### config.mk
export PLATFORM = sky130hd
export DESIGN_NAME = atapi_pio_packet_sequencer_flat
export DESIGN_NICKNAME = d
export VERILOG_FILES = /design/src/design/apps_pkg.sv /design/src/design/apps_if.sv /design/src/design/apps_front.sv /design/src/design/apps_back.sv /design/src/design/atapi_pio_packet_sequencer.sv /design/src/flat_wrapper.sv
export SDC_FILE = /design/constraint.sdc
export NUM_CORES = 1
export LEC_CHECK = 0
export BUFFER_PORTS_ARGS = -buffer_cell sky130_fd_sc_hd__buf_2
export CORE_MARGIN = 2
export CORE_UTILIZATION = 59
export CTS_CLUSTER_DIAMETER = 100
export DETAILED_ROUTE_END_ITERATION = 10
export GPL_TIMING_DRIVEN = 0
export HOLD_SLACK_MARGIN = 0.02
export PLACE_DENSITY = 0.8
export SLEW_MARGIN = 20
export SYNTH_ARGS = -nofsm -noshare
export SYNTH_HDL_FRONTEND = slang
export SYNTH_SLANG_ARGS = --single-unit
### constraint.sdc
create_clock -name clk -period 4.8 [get_ports clk]
set_input_delay 0.24 -clock clk [delete_from_list [all_inputs] [get_ports clk]]
set_output_delay 0.24 -clock clk [all_outputs]
set_load 0.02 [all_outputs]
### src/design/apps_pkg.sv
// shared types and constants of the atapi pio packet sequencer
// no dependencies
package apps_pkg;

    localparam int unsigned POLL_RESET   = 32'd20000000;
    localparam logic [7:0]  DEVSEL_RESET = 8'hA0;
    localparam logic [7:0]  ST_ERR       = 8'h01;
    localparam logic [7:0]  ST_DRQ       = 8'h08;
    localparam logic [7:0]  ST_BSY       = 8'h80;
    localparam logic [7:0]  CMD_PACKET   = 8'hA0;

    localparam logic [3:0] R_DATA = 4'd0;
    localparam logic [3:0] R_FEAT = 4'd1;
    localparam logic [3:0] R_MID  = 4'd4;
    localparam logic [3:0] R_HIGH = 4'd5;
    localparam logic [3:0] R_DEV  = 4'd6;
    localparam logic [3:0] R_STAT = 4'd7;
    localparam logic [3:0] R_CTRL = 4'd8;

    localparam logic [1:0] K_READ  = 2'd0;
    localparam logic [1:0] K_WRITE = 2'd1;
    localparam logic [1:0] K_DATA  = 2'd2;
    localparam logic [1:0] K_DONE  = 2'd3;

    localparam logic [2:0] OC_OK      = 3'd0;
    localparam logic [2:0] OC_TIMEOUT = 3'd1;
    localparam logic [2:0] OC_DEVERR  = 3'd2;
    localparam logic [2:0] OC_NODRQ   = 3'd3;
    localparam logic [2:0] OC_SHORT   = 3'd4;

    localparam logic CFG_POLL_LIMIT = 1'b0;
    localparam logic CFG_DEVSEL     = 1'b1;

    typedef enum logic [4:0] {
        P_IDLE, P_WA, P_SEL, P_SET1, P_WB, P_FEAT, P_LMID, P_LHIGH, P_CMD, P_SET2,
        P_WC, P_CHKC, P_CW, P_SET3, P_WD, P_CHKD, P_WE, P_CHKE, P_CNTLO, P_CNTHI,
        P_DATA
    } phase_t;

    typedef struct packed {
        logic        mode;
        logic [63:0] cdb_low;
        logic [31:0] cdb_high;
        logic [15:0] byte_limit;
        logic [15:0] read_data;
    } in_item_t;

    typedef struct packed {
        logic [1:0]  kind;
        logic [3:0]  reg_select;
        logic [15:0] write_data;
        logic        word_access;
        logic [15:0] data_word;
        logic [2:0]  outcome;
        logic        last;
    } out_item_t;

    // up to two results produced for one transaction, with their count
    typedef struct packed {
        logic [1:0] count;
        out_item_t  first;
        out_item_t  second;
    } result_pair_t;

endpackage

### src/design/apps_if.sv
// valid/ready channel interfaces for input and result transactions
// depends on apps_pkg
interface apps_in_if;
    import apps_pkg::*;
    logic        valid;
    logic        ready;
    logic        mode;
    logic [63:0] cdb_low;
    logic [31:0] cdb_high;
    logic [15:0] byte_limit;
    logic [15:0] read_data;
    modport source (output valid, mode, cdb_low, cdb_high, byte_limit, read_data,
                    input ready);
    modport sink (input valid, mode, cdb_low, cdb_high, byte_limit, read_data,
                  output ready);
endinterface

interface apps_out_if;
    logic        valid;
    logic        ready;
    logic [1:0]  kind;
    logic [3:0]  reg_select;
    logic [15:0] write_data;
    logic        word_access;
    logic [15:0] data_word;
    logic [2:0]  outcome;
    logic        last;
    modport source (output valid, kind, reg_select, write_data, word_access, data_word,
                    outcome, last, input ready);
    modport sink (input valid, kind, reg_select, write_data, word_access, data_word,
                  outcome, last, output ready);
endinterface

### src/design/apps_front.sv
// front part: sequencer state machine, one transaction per cycle while in_fire is high, yields result pairs
// depends on apps_pkg
module apps_front #(
    parameter int COMMAND_WORDS = 6,
    parameter int SETTLE_READS  = 4
) (
    input  logic                  clk,
    input  logic                  rst_n,
    input  logic                  in_fire,
    input  apps_pkg::in_item_t    in_item,
    input  logic [31:0]           poll_limit,
    input  logic [7:0]            device_select,
    output apps_pkg::result_pair_t pair
);
    import apps_pkg::*;

    localparam int CW_W = $clog2(COMMAND_WORDS);
    localparam int ST_W = (SETTLE_READS > 1) ? $clog2(SETTLE_READS) : 1;
    localparam int SC_W = (CW_W > ST_W) ? CW_W : ST_W;

    phase_t      phase_reg, phase_next;
    logic [31:0] poll_reg, poll_next;
    logic [15:0] limit_reg, limit_next;
    logic [14:0] wanted_reg, wanted_next;
    logic [15:0] recv_reg, recv_next;
    logic [14:0] pwords_reg, pwords_next;
    logic [14:0] pidx_reg, pidx_next;
    logic [SC_W-1:0] step_reg, step_next;
    logic [15:0] cw_reg [6];
    logic [15:0] cw_sel;

    logic [7:0]  st;
    logic [31:0] lim;
    logic [31:0] poll_inc;
    logic        bsy;
    logic [1:0]  n;
    out_item_t   r0, r1;
    logic [SC_W-1:0] step_inc;
    logic [15:0] cnt_full;

    function automatic out_item_t mk(logic [1:0] k, logic [3:0] r, logic [15:0] wd,
                                     logic wa, logic [15:0] dw, logic [2:0] oc);
        out_item_t o;
        o.kind = k;
        o.reg_select = r;
        o.write_data = wd;
        o.word_access = wa;
        o.data_word = dw;
        o.outcome = oc;
        o.last = 1'b0;
        return o;
    endfunction

    assign st       = in_item.read_data[7:0];
    assign lim      = (poll_limit == 32'd0) ? 32'd1 : poll_limit;
    assign poll_inc = poll_reg + 32'd1;
    assign bsy      = (st & ST_BSY) != 8'd0;
    assign step_inc = step_reg + SC_W'(1);
    assign cnt_full = {st, pwords_reg[7:0]};

    always_comb
    begin
        cw_sel = 16'd0;
        if (32'(step_inc) < 32'd6)
        begin
            cw_sel = cw_reg[3'(step_inc)];
        end
    end

    always_comb
    begin
        phase_next  = phase_reg;
        poll_next   = poll_reg;
        limit_next  = limit_reg;
        wanted_next = wanted_reg;
        recv_next   = recv_reg;
        pwords_next = pwords_reg;
        pidx_next   = pidx_reg;
        step_next   = step_reg;
        n  = 2'd0;
        r0 = mk(K_READ, R_STAT, 16'd0, 1'b0, 16'd0, OC_OK);
        r1 = r0;
        if (in_fire)
        begin
            if (!in_item.mode)
            begin
                limit_next  = in_item.byte_limit;
                wanted_next = in_item.byte_limit[15:1];
                recv_next   = 16'd0;
                pwords_next = 15'd0;
                pidx_next   = 15'd0;
                step_next   = '0;
                poll_next   = 32'd0;
                phase_next  = P_WA;
                n = 2'd1;
            end
            else
            begin
                case (phase_reg)
                    P_WA, P_WB, P_WC, P_WD, P_WE:
                    begin
                        n = 2'd1;
                        if (bsy)
                        begin
                            poll_next = poll_inc;
                            if (poll_inc >= lim)
                            begin
                                r0 = mk(K_DONE, 4'd0, 16'd0, 1'b0, 16'd0, OC_TIMEOUT);
                                phase_next = P_IDLE;
                            end
                        end
                        else
                        begin
                            case (phase_reg)
                                P_WA:
                                begin
                                    phase_next = P_SEL;
                                    r0 = mk(K_WRITE, R_DEV, {8'd0, device_select}, 1'b0,
                                            16'd0, OC_OK);
                                end
                                P_WB:
                                begin
                                    phase_next = P_FEAT;
                                    r0 = mk(K_WRITE, R_FEAT, 16'd0, 1'b0, 16'd0, OC_OK);
                                end
                                P_WC: phase_next = P_CHKC;
                                P_WD: phase_next = P_CHKD;
                                default: phase_next = P_CHKE;
                            endcase
                        end
                    end
                    P_SEL, P_CMD:
                    begin
                        n = 2'd1;
                        phase_next = (phase_reg == P_SEL) ? P_SET1 : P_SET2;
                        step_next = '0;
                        r0 = mk(K_READ, R_CTRL, 16'd0, 1'b0, 16'd0, OC_OK);
                    end
                    P_SET1, P_SET2, P_SET3:
                    begin
                        n = 2'd1;
                        if (32'(step_reg) + 32'd1 >= 32'(SETTLE_READS))
                        begin
                            poll_next = 32'd0;
                            case (phase_reg)
                                P_SET1: phase_next = P_WB;
                                P_SET2: phase_next = P_WC;
                                default: phase_next = (limit_reg == 16'd0) ? P_WD : P_WE;
                            endcase
                        end
                        else
                        begin
                            step_next = step_inc;
                            r0 = mk(K_READ, R_CTRL, 16'd0, 1'b0, 16'd0, OC_OK);
                        end
                    end
                    P_FEAT:
                    begin
                        n = 2'd1;
                        phase_next = P_LMID;
                        r0 = mk(K_WRITE, R_MID, {8'd0, limit_reg[7:0]}, 1'b0, 16'd0, OC_OK);
                    end
                    P_LMID:
                    begin
                        n = 2'd1;
                        phase_next = P_LHIGH;
                        r0 = mk(K_WRITE, R_HIGH, {8'd0, limit_reg[15:8]}, 1'b0, 16'd0, OC_OK);
                    end
                    P_LHIGH:
                    begin
                        n = 2'd1;
                        phase_next = P_CMD;
                        r0 = mk(K_WRITE, R_STAT, {8'd0, CMD_PACKET}, 1'b0, 16'd0, OC_OK);
                    end
                    P_CHKC:
                    begin
                        n = 2'd1;
                        if ((st & ST_ERR) != 8'd0)
                        begin
                            r0 = mk(K_DONE, 4'd0, 16'd0, 1'b0, 16'd0, OC_DEVERR);
                            phase_next = P_IDLE;
                        end
                        else if ((st & ST_DRQ) == 8'd0)
                        begin
                            r0 = mk(K_DONE, 4'd0, 16'd0, 1'b0, 16'd0, OC_NODRQ);
                            phase_next = P_IDLE;
                        end
                        else
                        begin
                            phase_next = P_CW;
                            step_next = '0;
                            r0 = mk(K_WRITE, R_DATA, cw_reg[0], 1'b1, 16'd0, OC_OK);
                        end
                    end
                    P_CW:
                    begin
                        n = 2'd1;
                        if (32'(step_reg) + 32'd1 >= 32'(COMMAND_WORDS))
                        begin
                            phase_next = P_SET3;
                            step_next = '0;
                            r0 = mk(K_READ, R_CTRL, 16'd0, 1'b0, 16'd0, OC_OK);
                        end
                        else
                        begin
                            step_next = step_inc;
                            r0 = mk(K_WRITE, R_DATA, cw_sel, 1'b1, 16'd0, OC_OK);
                        end
                    end
                    P_CHKD:
                    begin
                        n = 2'd1;
                        phase_next = P_IDLE;
                        r0 = mk(K_DONE, 4'd0, 16'd0, 1'b0, 16'd0,
                                ((st & ST_ERR) != 8'd0) ? OC_DEVERR : OC_OK);
                    end
                    P_CHKE:
                    begin
                        n = 2'd1;
                        if ((st & ST_ERR) != 8'd0)
                        begin
                            r0 = mk(K_DONE, 4'd0, 16'd0, 1'b0, 16'd0, OC_DEVERR);
                            phase_next = P_IDLE;
                        end
                        else if ((st & ST_DRQ) == 8'd0)
                        begin
                            r0 = mk(K_DONE, 4'd0, 16'd0, 1'b0, 16'd0,
                                    (recv_reg == {1'b0, wanted_reg}) ? OC_OK : OC_SHORT);
                            phase_next = P_IDLE;
                        end
                        else
                        begin
                            phase_next = P_CNTLO;
                            r0 = mk(K_READ, R_MID, 16'd0, 1'b0, 16'd0, OC_OK);
                        end
                    end
                    P_CNTLO:
                    begin
                        n = 2'd1;
                        pwords_next = {7'd0, st};
                        phase_next = P_CNTHI;
                        r0 = mk(K_READ, R_HIGH, 16'd0, 1'b0, 16'd0, OC_OK);
                    end
                    P_CNTHI:
                    begin
                        n = 2'd1;
                        pwords_next = cnt_full[15:1];
                        pidx_next = 15'd0;
                        if (cnt_full[15:1] == 15'd0)
                        begin
                            poll_next = 32'd0;
                            phase_next = P_WE;
                        end
                        else
                        begin
                            phase_next = P_DATA;
                            r0 = mk(K_READ, R_DATA, 16'd0, 1'b1, 16'd0, OC_OK);
                        end
                    end
                    P_DATA:
                    begin
                        pidx_next = pidx_reg + 15'd1;
                        if (recv_reg < {1'b0, wanted_reg})
                        begin
                            recv_next = recv_reg + 16'd1;
                            r0 = mk(K_DATA, 4'd0, 16'd0, 1'b0, in_item.read_data, OC_OK);
                            n = 2'd2;
                        end
                        else
                        begin
                            n = 2'd1;
                        end
                        if (pidx_next >= pwords_reg)
                        begin
                            poll_next = 32'd0;
                            phase_next = P_WE;
                            r1 = mk(K_READ, R_STAT, 16'd0, 1'b0, 16'd0, OC_OK);
                        end
                        else
                        begin
                            r1 = mk(K_READ, R_DATA, 16'd0, 1'b1, 16'd0, OC_OK);
                        end
                        if (n == 2'd1)
                        begin
                            r0 = r1;
                        end
                    end
                    default:
                    begin
                        n = 2'd0;
                    end
                endcase
            end
        end
    end

    always_comb
    begin
        pair.count  = n;
        pair.first  = r0;
        pair.second = r1;
        if (n == 2'd1)
        begin
            pair.first.last = 1'b1;
        end
        else
        begin
            pair.second.last = 1'b1;
        end
    end

    always_ff @(posedge clk or negedge rst_n)
    begin
        if (!rst_n)
        begin
            phase_reg  <= P_IDLE;
            poll_reg   <= 32'd0;
            limit_reg  <= 16'd0;
            wanted_reg <= 15'd0;
            recv_reg   <= 16'd0;
            pwords_reg <= 15'd0;
            pidx_reg   <= 15'd0;
            step_reg   <= '0;
        end
        else
        begin
            phase_reg  <= phase_next;
            poll_reg   <= poll_next;
            limit_reg  <= limit_next;
            wanted_reg <= wanted_next;
            recv_reg   <= recv_next;
            pwords_reg <= pwords_next;
            pidx_reg   <= pidx_next;
            step_reg   <= step_next;
        end
    end

    always_ff @(posedge clk)
    begin
        if (in_fire && !in_item.mode)
        begin
            cw_reg[0] <= in_item.cdb_low[15:0];
            cw_reg[1] <= in_item.cdb_low[31:16];
            cw_reg[2] <= in_item.cdb_low[47:32];
            cw_reg[3] <= in_item.cdb_low[63:48];
            cw_reg[4] <= in_item.cdb_high[15:0];
            cw_reg[5] <= in_item.cdb_high[31:16];
        end
    end

endmodule

### src/design/apps_back.sv
// back part: result queue that drains one result transaction per cycle while out_ready is high
// depends on apps_pkg
module apps_back (
    input  logic                   clk,
    input  logic                   rst_n,
    input  apps_pkg::result_pair_t pair,
    output logic                   has_room,
    output logic                   out_valid,
    input  logic                   out_ready,
    output apps_pkg::out_item_t    out_item
);
    import apps_pkg::*;

    localparam int DEPTH = 4;

    out_item_t  mem_reg [DEPTH];
    logic [1:0] wp_reg, rp_reg;
    logic [2:0] cnt_reg, cnt_next;
    logic       pop;

    assign out_valid = cnt_reg != 3'd0;
    assign out_item  = mem_reg[rp_reg];
    assign pop       = out_valid && out_ready;
    assign has_room  = cnt_reg <= 3'd2;
    assign cnt_next  = cnt_reg + {1'b0, pair.count} - {2'd0, pop};

    always_ff @(posedge clk or negedge rst_n)
    begin
        if (!rst_n)
        begin
            wp_reg  <= 2'd0;
            rp_reg  <= 2'd0;
            cnt_reg <= 3'd0;
        end
        else
        begin
            wp_reg  <= wp_reg + pair.count;
            rp_reg  <= rp_reg + {1'b0, pop};
            cnt_reg <= cnt_next;
        end
    end

    always_ff @(posedge clk)
    begin
        if (pair.count != 2'd0)
        begin
            mem_reg[wp_reg] <= pair.first;
        end
        if (pair.count == 2'd2)
        begin
            mem_reg[wp_reg + 2'd1] <= pair.second;
        end
    end

endmodule

### src/design/atapi_pio_packet_sequencer.sv
// top level of the atapi pio packet sequencer: config registers, front and back parts
// depends on apps_pkg, apps_if, apps_front, apps_back
//
//  channel   dir  handshake          payload
//  in_ch     in   valid/ready        mode, cdb_low, cdb_high, byte_limit, read_data
//  out_ch    out  valid/ready        kind, reg_select, write_data, word_access, ...
//  cfg       in   cfg_we, cfg_index  cfg_data (32 bits)
//
// one transaction is taken per cycle while the result queue has room for two results
// results are written into the queue registers and leave it one per cycle while out_ready is high
// the four-entry result queue sets the stall point; ready drops once fewer than two
// entries are free, a pop in the same cycle is not counted
// reset clears the sequencer to idle and empties the queue
module atapi_pio_packet_sequencer #(
    parameter int COMMAND_WORDS = 6,
    parameter int SETTLE_READS  = 4
) (
    input  logic        clk,
    input  logic        rst_n,
    apps_in_if.sink     in_ch,
    apps_out_if.source  out_ch,
    input  logic        cfg_we,
    input  logic        cfg_index,
    input  logic [31:0] cfg_data
);
    import apps_pkg::*;

    logic [31:0]  poll_limit_reg;
    logic [7:0]   devsel_reg;
    logic         in_fire;
    logic         has_room;
    in_item_t     in_item;
    out_item_t    out_item;
    result_pair_t pair;

    assign in_ch.ready = has_room;
    assign in_fire = in_ch.valid && has_room;
    assign in_item.mode = in_ch.mode;
    assign in_item.cdb_low = in_ch.cdb_low;
    assign in_item.cdb_high = in_ch.cdb_high;
    assign in_item.byte_limit = in_ch.byte_limit;
    assign in_item.read_data = in_ch.read_data;

    always_ff @(posedge clk or negedge rst_n)
    begin
        if (!rst_n)
        begin
            poll_limit_reg <= POLL_RESET;
            devsel_reg     <= DEVSEL_RESET;
        end
        else if (cfg_we)
        begin
            if (cfg_index == CFG_POLL_LIMIT)
            begin
                poll_limit_reg <= cfg_data;
            end
            else
            begin
                devsel_reg <= cfg_data[7:0];
            end
        end
    end

    apps_front #(
        .COMMAND_WORDS(COMMAND_WORDS),
        .SETTLE_READS (SETTLE_READS)
    ) u_front (
        .clk          (clk),
        .rst_n        (rst_n),
        .in_fire      (in_fire),
        .in_item      (in_item),
        .poll_limit   (poll_limit_reg),
        .device_select(devsel_reg),
        .pair         (pair)
    );

    apps_back u_back (
        .clk      (clk),
        .rst_n    (rst_n),
        .pair     (pair),
        .has_room (has_room),
        .out_valid(out_ch.valid),
        .out_ready(out_ch.ready),
        .out_item (out_item)
    );

    assign out_ch.kind        = out_item.kind;
    assign out_ch.reg_select  = out_item.reg_select;
    assign out_ch.write_data  = out_item.write_data;
    assign out_ch.word_access = out_item.word_access;
    assign out_ch.data_word   = out_item.data_word;
    assign out_ch.outcome     = out_item.outcome;
    assign out_ch.last        = out_item.last;

endmodule

### src/flat_wrapper.sv
// flat-port wrapper written by rule: the top's interface ports become plain ports
module atapi_pio_packet_sequencer_flat import apps_pkg::*;
#(
    parameter int COMMAND_WORDS = 6,
    parameter int SETTLE_READS  = 4
)
  (clk, rst_n, cfg_we, cfg_index, cfg_data, in_ch_valid, in_ch_mode, in_ch_cdb_low, in_ch_cdb_high, in_ch_byte_limit, in_ch_read_data, in_ch_ready, out_ch_valid, out_ch_kind, out_ch_reg_select, out_ch_write_data, out_ch_word_access, out_ch_data_word, out_ch_outcome, out_ch_last, out_ch_ready);
  apps_in_if in_ch_i ();
  apps_out_if out_ch_i ();
  input  logic clk;
  input  logic rst_n;
  input  logic cfg_we;
  input  logic cfg_index;
  input  logic [31:0] cfg_data;
  input wire logic [$bits(in_ch_i.valid)-1:0] in_ch_valid;
  input wire logic [$bits(in_ch_i.mode)-1:0] in_ch_mode;
  input wire logic [$bits(in_ch_i.cdb_low)-1:0] in_ch_cdb_low;
  input wire logic [$bits(in_ch_i.cdb_high)-1:0] in_ch_cdb_high;
  input wire logic [$bits(in_ch_i.byte_limit)-1:0] in_ch_byte_limit;
  input wire logic [$bits(in_ch_i.read_data)-1:0] in_ch_read_data;
  output wire logic [$bits(in_ch_i.ready)-1:0] in_ch_ready;
  output wire logic [$bits(out_ch_i.valid)-1:0] out_ch_valid;
  output wire logic [$bits(out_ch_i.kind)-1:0] out_ch_kind;
  output wire logic [$bits(out_ch_i.reg_select)-1:0] out_ch_reg_select;
  output wire logic [$bits(out_ch_i.write_data)-1:0] out_ch_write_data;
  output wire logic [$bits(out_ch_i.word_access)-1:0] out_ch_word_access;
  output wire logic [$bits(out_ch_i.data_word)-1:0] out_ch_data_word;
  output wire logic [$bits(out_ch_i.outcome)-1:0] out_ch_outcome;
  output wire logic [$bits(out_ch_i.last)-1:0] out_ch_last;
  input wire logic [$bits(out_ch_i.ready)-1:0] out_ch_ready;
  assign in_ch_i.valid = in_ch_valid;
  assign in_ch_i.mode = in_ch_mode;
  assign in_ch_i.cdb_low = in_ch_cdb_low;
  assign in_ch_i.cdb_high = in_ch_cdb_high;
  assign in_ch_i.byte_limit = in_ch_byte_limit;
  assign in_ch_i.read_data = in_ch_read_data;
  assign in_ch_ready = in_ch_i.ready;
  assign out_ch_valid = out_ch_i.valid;
  assign out_ch_kind = out_ch_i.kind;
  assign out_ch_reg_select = out_ch_i.reg_select;
  assign out_ch_write_data = out_ch_i.write_data;
  assign out_ch_word_access = out_ch_i.word_access;
  assign out_ch_data_word = out_ch_i.data_word;
  assign out_ch_outcome = out_ch_i.outcome;
  assign out_ch_last = out_ch_i.last;
  assign out_ch_i.ready = out_ch_ready;
  atapi_pio_packet_sequencer #(.COMMAND_WORDS(COMMAND_WORDS), .SETTLE_READS(SETTLE_READS)) u_core (.clk(clk), .rst_n(rst_n), .in_ch(in_ch_i), .out_ch(out_ch_i), .cfg_we(cfg_we), .cfg_index(cfg_index), .cfg_data(cfg_data));
endmodule
==> run summary <==
Largest area contributor in the synthesized netlist: sky130_fd_sc_hd__edfxtp_1. The number of enable-type register cells in the synthesized netlist is 116, and the share of synthesized registers carrying an async set or reset is 35.7%. The number of remaining DRC errors is 0.

The tools report the number of slew-limit violations in the final report as 0. For this run, the share of the core covered by cells in the final layout is 74.0%. The area after detailed placement was 0.0218 sq mm; the setup slack after layout was 0.307 ns. The number of setup buffers added after CTS is 0.

The first detailed-routing pass took 6 iterations. Wires add up to 61800 microns. The die is 188 microns wide.

Routability-driven placement finished with a final weighted congestion of 0.977. OpenSTA, run right after detailed placement, puts the worst setup slack at -0.473 ns. The total negative slack for setup checks was 0 ns; the via-per-instance ratio was 6.39. The number of flip-flops under the largest register name is 172, and the count of buffers inserted at the top-level ports is 209. The logs give 2109 for the net count of the mapped netlist and 67 for the number of rows created at floorplan. A synthesized cell averages 10.7 sq um. Setup violations remaining at the end of the flow were counted as 0. In this run the biggest area consumer among cell types represents 17.4% of the synthesized area. The post-synthesis sequential element count works out to 417.

The start-to-end type of the worst setup path was reg2reg. In the final layout, the multi-input gates occupy 0.00900 sq mm. Entering global routing, the biggest net connects 102 pins. The logs give 0.0355 sq mm for the full die area and 4.77 ns for the arrival time of the worst setup path. The run gives 0 as the number of nets with antenna violations after routing. Synthesis instantiated 74 different standard cells from the library. For the remaining max-slew budget at the tightest pin, the log shows 31.9%.

The number of global-route vias before repair was 17600; the post-route clock skew was 0.0152 ns. Synthesis handed over a netlist of 1870 instances. After layout, the design draws a total of 11.1 mW. The via count is 17700. In this run the power density over the cells is 448 mW/mm^2. The number of antenna violations at the first check in global routing was 2; the highest clock rate was 223 MHz. In this run the number of H-tree levels came out at 2.

The min-delay analysis places its worst path in the category in2reg. Number of violations of the max-capacitance limit: 0. The number of DRC markers after the initial detailed-route iteration is 1938, and the final non-filler cell total is 2764.

For the worst-skew pair, the clock arrives at the later sink with an insertion delay of 0.56 ns. The tools report the wire length of the first global-routing pass as 95700 microns. The worst hold path begins at in_ch_read_data[6]. For this configuration, the core starts out at a cell density of 59.9%. Of all nets on the critical path, the largest fanout is 7. Final hold analysis gives a worst-case slack of 0.0542 ns. For this run, the post-layout net count is 2519. In the post-synthesis netlist, the cell with the most instances is sky130_fd_sc_hd__nand2_1. STA puts the critical path data required time at 5.08 ns.

The global-route usage over all layers came out at 34.3%. The number of buffers on the longest clock path is 3. Sorting the synthesized cells by how often they occur yields sky130_fd_sc_hd__nand2_1, sky130_fd_sc_hd__dfxtp_1, sky130_fd_sc_hd__o21ai_0. The I/O pin total was 212.

The run gives 0.0103 sq mm as the area occupied by registers. TritonCTS built the clock tree. After legalization and detailed placement, the total HPWL measured 39800 microns. Area growth from synthesis to final layout: 23.5%. The worst register-to-register path begins at u_core.u_front.poll_reg[9]. The post-synth design cell area is 0.0201 sq mm. The final number of hold-violating endpoints was 0. The share of synthesized area occupied by flip-flops and latches came out at 51.1%.

The leakage power total is 10.0 nW, and the clock-pin slew on the worst setup and hold paths is 0.06 ns. In the final layout, the share of cells above drive strength 1 is 18.0%. In this run the worst setup path begins at u_core.u_front.poll_reg[9]. The core region is 0.0335 sq mm. The clock period minus worst slack was 4.49 ns. CTS saw 417 sinks. The tools report the CTS root buffer as sky130_fd_sc_hd__clkbuf_16.

The number of placed cells counting well taps is 2529. In the final routed layout, each cell accounts on average for 22.4 microns. Setup repair after global routing left no endpoint under its margin.

The worst register-to-register path has a setup slack of 0.31 ns. The final critical-path share of the clock period was 93.6%. For the pin with the worst max-slew slack, the measured transition is 1.01 ns. The worst setup path is captured at a flop. The run gives 0 as the Yosys warning count.

The count of fill cells added during filler insertion was 2228. By area the synthesized netlist is led by sky130_fd_sc_hd__edfxtp_1, sky130_fd_sc_hd__dfrtp_1, sky130_fd_sc_hd__dfxtp_1, sky130_fd_sc_hd__mux4_2, sky130_fd_sc_hd__ha_1. The kind of start point of the critical path was a flop.

After routing the design area is 0.0248 sq mm. Maximum ir drop on the vdd rail: 329 uV. Global routing finished with a remaining overflow of 0. Among all flip-flop cells after synthesis, the most frequent one is sky130_fd_sc_hd__dfxtp_1. From bottom edge to top edge, the die measures 188 microns.

The flow ran to the end, and the final reports show no timing, DRC or antenna violations. Clock tree synthesis inserted a total of 42 buffers.
## kinds of logic after synthesis
family          count (synthesis)  share of synthesized area [%]
compound gates                480                           16.3
xor+xnor                       51                           2.23
fa+ha+maj                      72                           4.52
buf+inv                       218                           4.31
flops                         417                           51.1
mux                           108                           9.12
simple gates                  524                           12.4
## area by class of cell
cell class	count	area share, %
Timing Repair Buffer	366	10.7
Clock inverter	11	0.449
Buffer	112	1.90
Multi-Input combinational cell	1235	36.3
Inverter	106	1.60
Tap cell	448	2.26
Antenna cell	2	0.0202
Sequential cell	417	41.4
Clock buffer	67	5.32
## per-layer routing
layer	track usage, %	share of wire (%)
met5	0	0
met4	15.6	4.8
met1	44.2	39
met2	57.5	48
met3	5.20	7.9
## what timing repair did
action / 4_1_cts / 5_1_grt
hold buffers: 155 / 0
gates cloned: 0 / 0
endpoints found under the hold margin: 235 / 0
gates resized for setup: 4 / 4
pin swaps: 1 / 2
setup endpoints to repair: 17 / 47
## report_power, final
part	total (mW)	switching [mW]	internal, mW
logic	3.34	2.13	1.22
registers	4.37	0.296	4.07
clock network	3.40	1.45	1.95
total	11.1	3.87	7.25
## placed cells by master, fill, tap and decap left out, types with 17 or more instances in the layout
| master | Yosys | routed |
|---|---|---|
| sky130_fd_sc_hd__buf_1 | 17 | 17 |
| sky130_fd_sc_hd__nand4_1 | 20 | 20 |
| sky130_fd_sc_hd__edfxtp_1 | 116 | 116 |
| sky130_fd_sc_hd__nor3_1 | 23 | 21 |
| sky130_fd_sc_hd__inv_1 | 104 | 104 |
| sky130_fd_sc_hd__dfxtp_1 | 152 | 152 |
| sky130_fd_sc_hd__o2bb2ai_1 | 44 | 43 |
| sky130_fd_sc_hd__clkbuf_1 | 65 | 74 |
| sky130_fd_sc_hd__and3_1 | 22 | 22 |
| sky130_fd_sc_hd__o21ai_0 | 148 | 148 |
| sky130_fd_sc_hd__nand2_1 | 209 | 209 |
| sky130_fd_sc_hd__clkbuf_16 | 0 | 45 |
| sky130_fd_sc_hd__mux4_2 | 59 | 59 |
| sky130_fd_sc_hd__nand2b_1 | 19 | 19 |
| sky130_fd_sc_hd__xnor2_1 | 36 | 36 |
| sky130_fd_sc_hd__buf_2 | 26 | 234 |
| sky130_fd_sc_hd__nor4_1 | 23 | 19 |
| sky130_fd_sc_hd__a21oi_1 | 64 | 63 |
| sky130_fd_sc_hd__ha_1 | 71 | 71 |
| sky130_fd_sc_hd__dfrtp_1 | 139 | 139 |
| sky130_fd_sc_hd__dlygate4sd3_1 | 0 | 155 |
| sky130_fd_sc_hd__nand3_1 | 71 | 71 |
| sky130_fd_sc_hd__mux2i_1 | 39 | 39 |
| sky130_fd_sc_hd__a22o_1 | 81 | 81 |
| sky130_fd_sc_hd__nor2_1 | 89 | 89 |
| sky130_fd_sc_hd__o22ai_1 | 29 | 29 |
## final timing paths
check	cells past startpoint	to
setup / recovery	14	u_core.u_back.mem_reg[0][37]
max in group asynchronous	3	u_core.poll_limit_reg[8]
hold reg to reg	1	u_core.u_back.mem_reg[3][42]
setup reg to reg	14	u_core.u_back.mem_reg[0][37]
min in group asynchronous	2	u_core.u_front.pidx_reg[12]
hold / removal	2	u_core.u_back.mem_reg[2][10]
## worst max-delay path, stage by stage (launching register included)
cell	delay (ns)
sky130_fd_sc_hd__dfrtp_1	0.46
sky130_fd_sc_hd__nand3_1	0.19
sky130_fd_sc_hd__nor4_4	0.40
sky130_fd_sc_hd__nand4_1	0.35
sky130_fd_sc_hd__nor2_1	0.29
sky130_fd_sc_hd__and3_1	0.27
sky130_fd_sc_hd__xor2_1	0.25
sky130_fd_sc_hd__ha_1	0.22
sky130_fd_sc_hd__nand4_1	0.19
sky130_fd_sc_hd__nor4_2	0.47
sky130_fd_sc_hd__nand2_1	0.14
sky130_fd_sc_hd__o2bb2ai_2	0.27
sky130_fd_sc_hd__nor4b_1	0.14
sky130_fd_sc_hd__nor4_2	0.38
sky130_fd_sc_hd__o21ai_0	0.21
No activity file was read; power rests on OpenSTA's default activity.
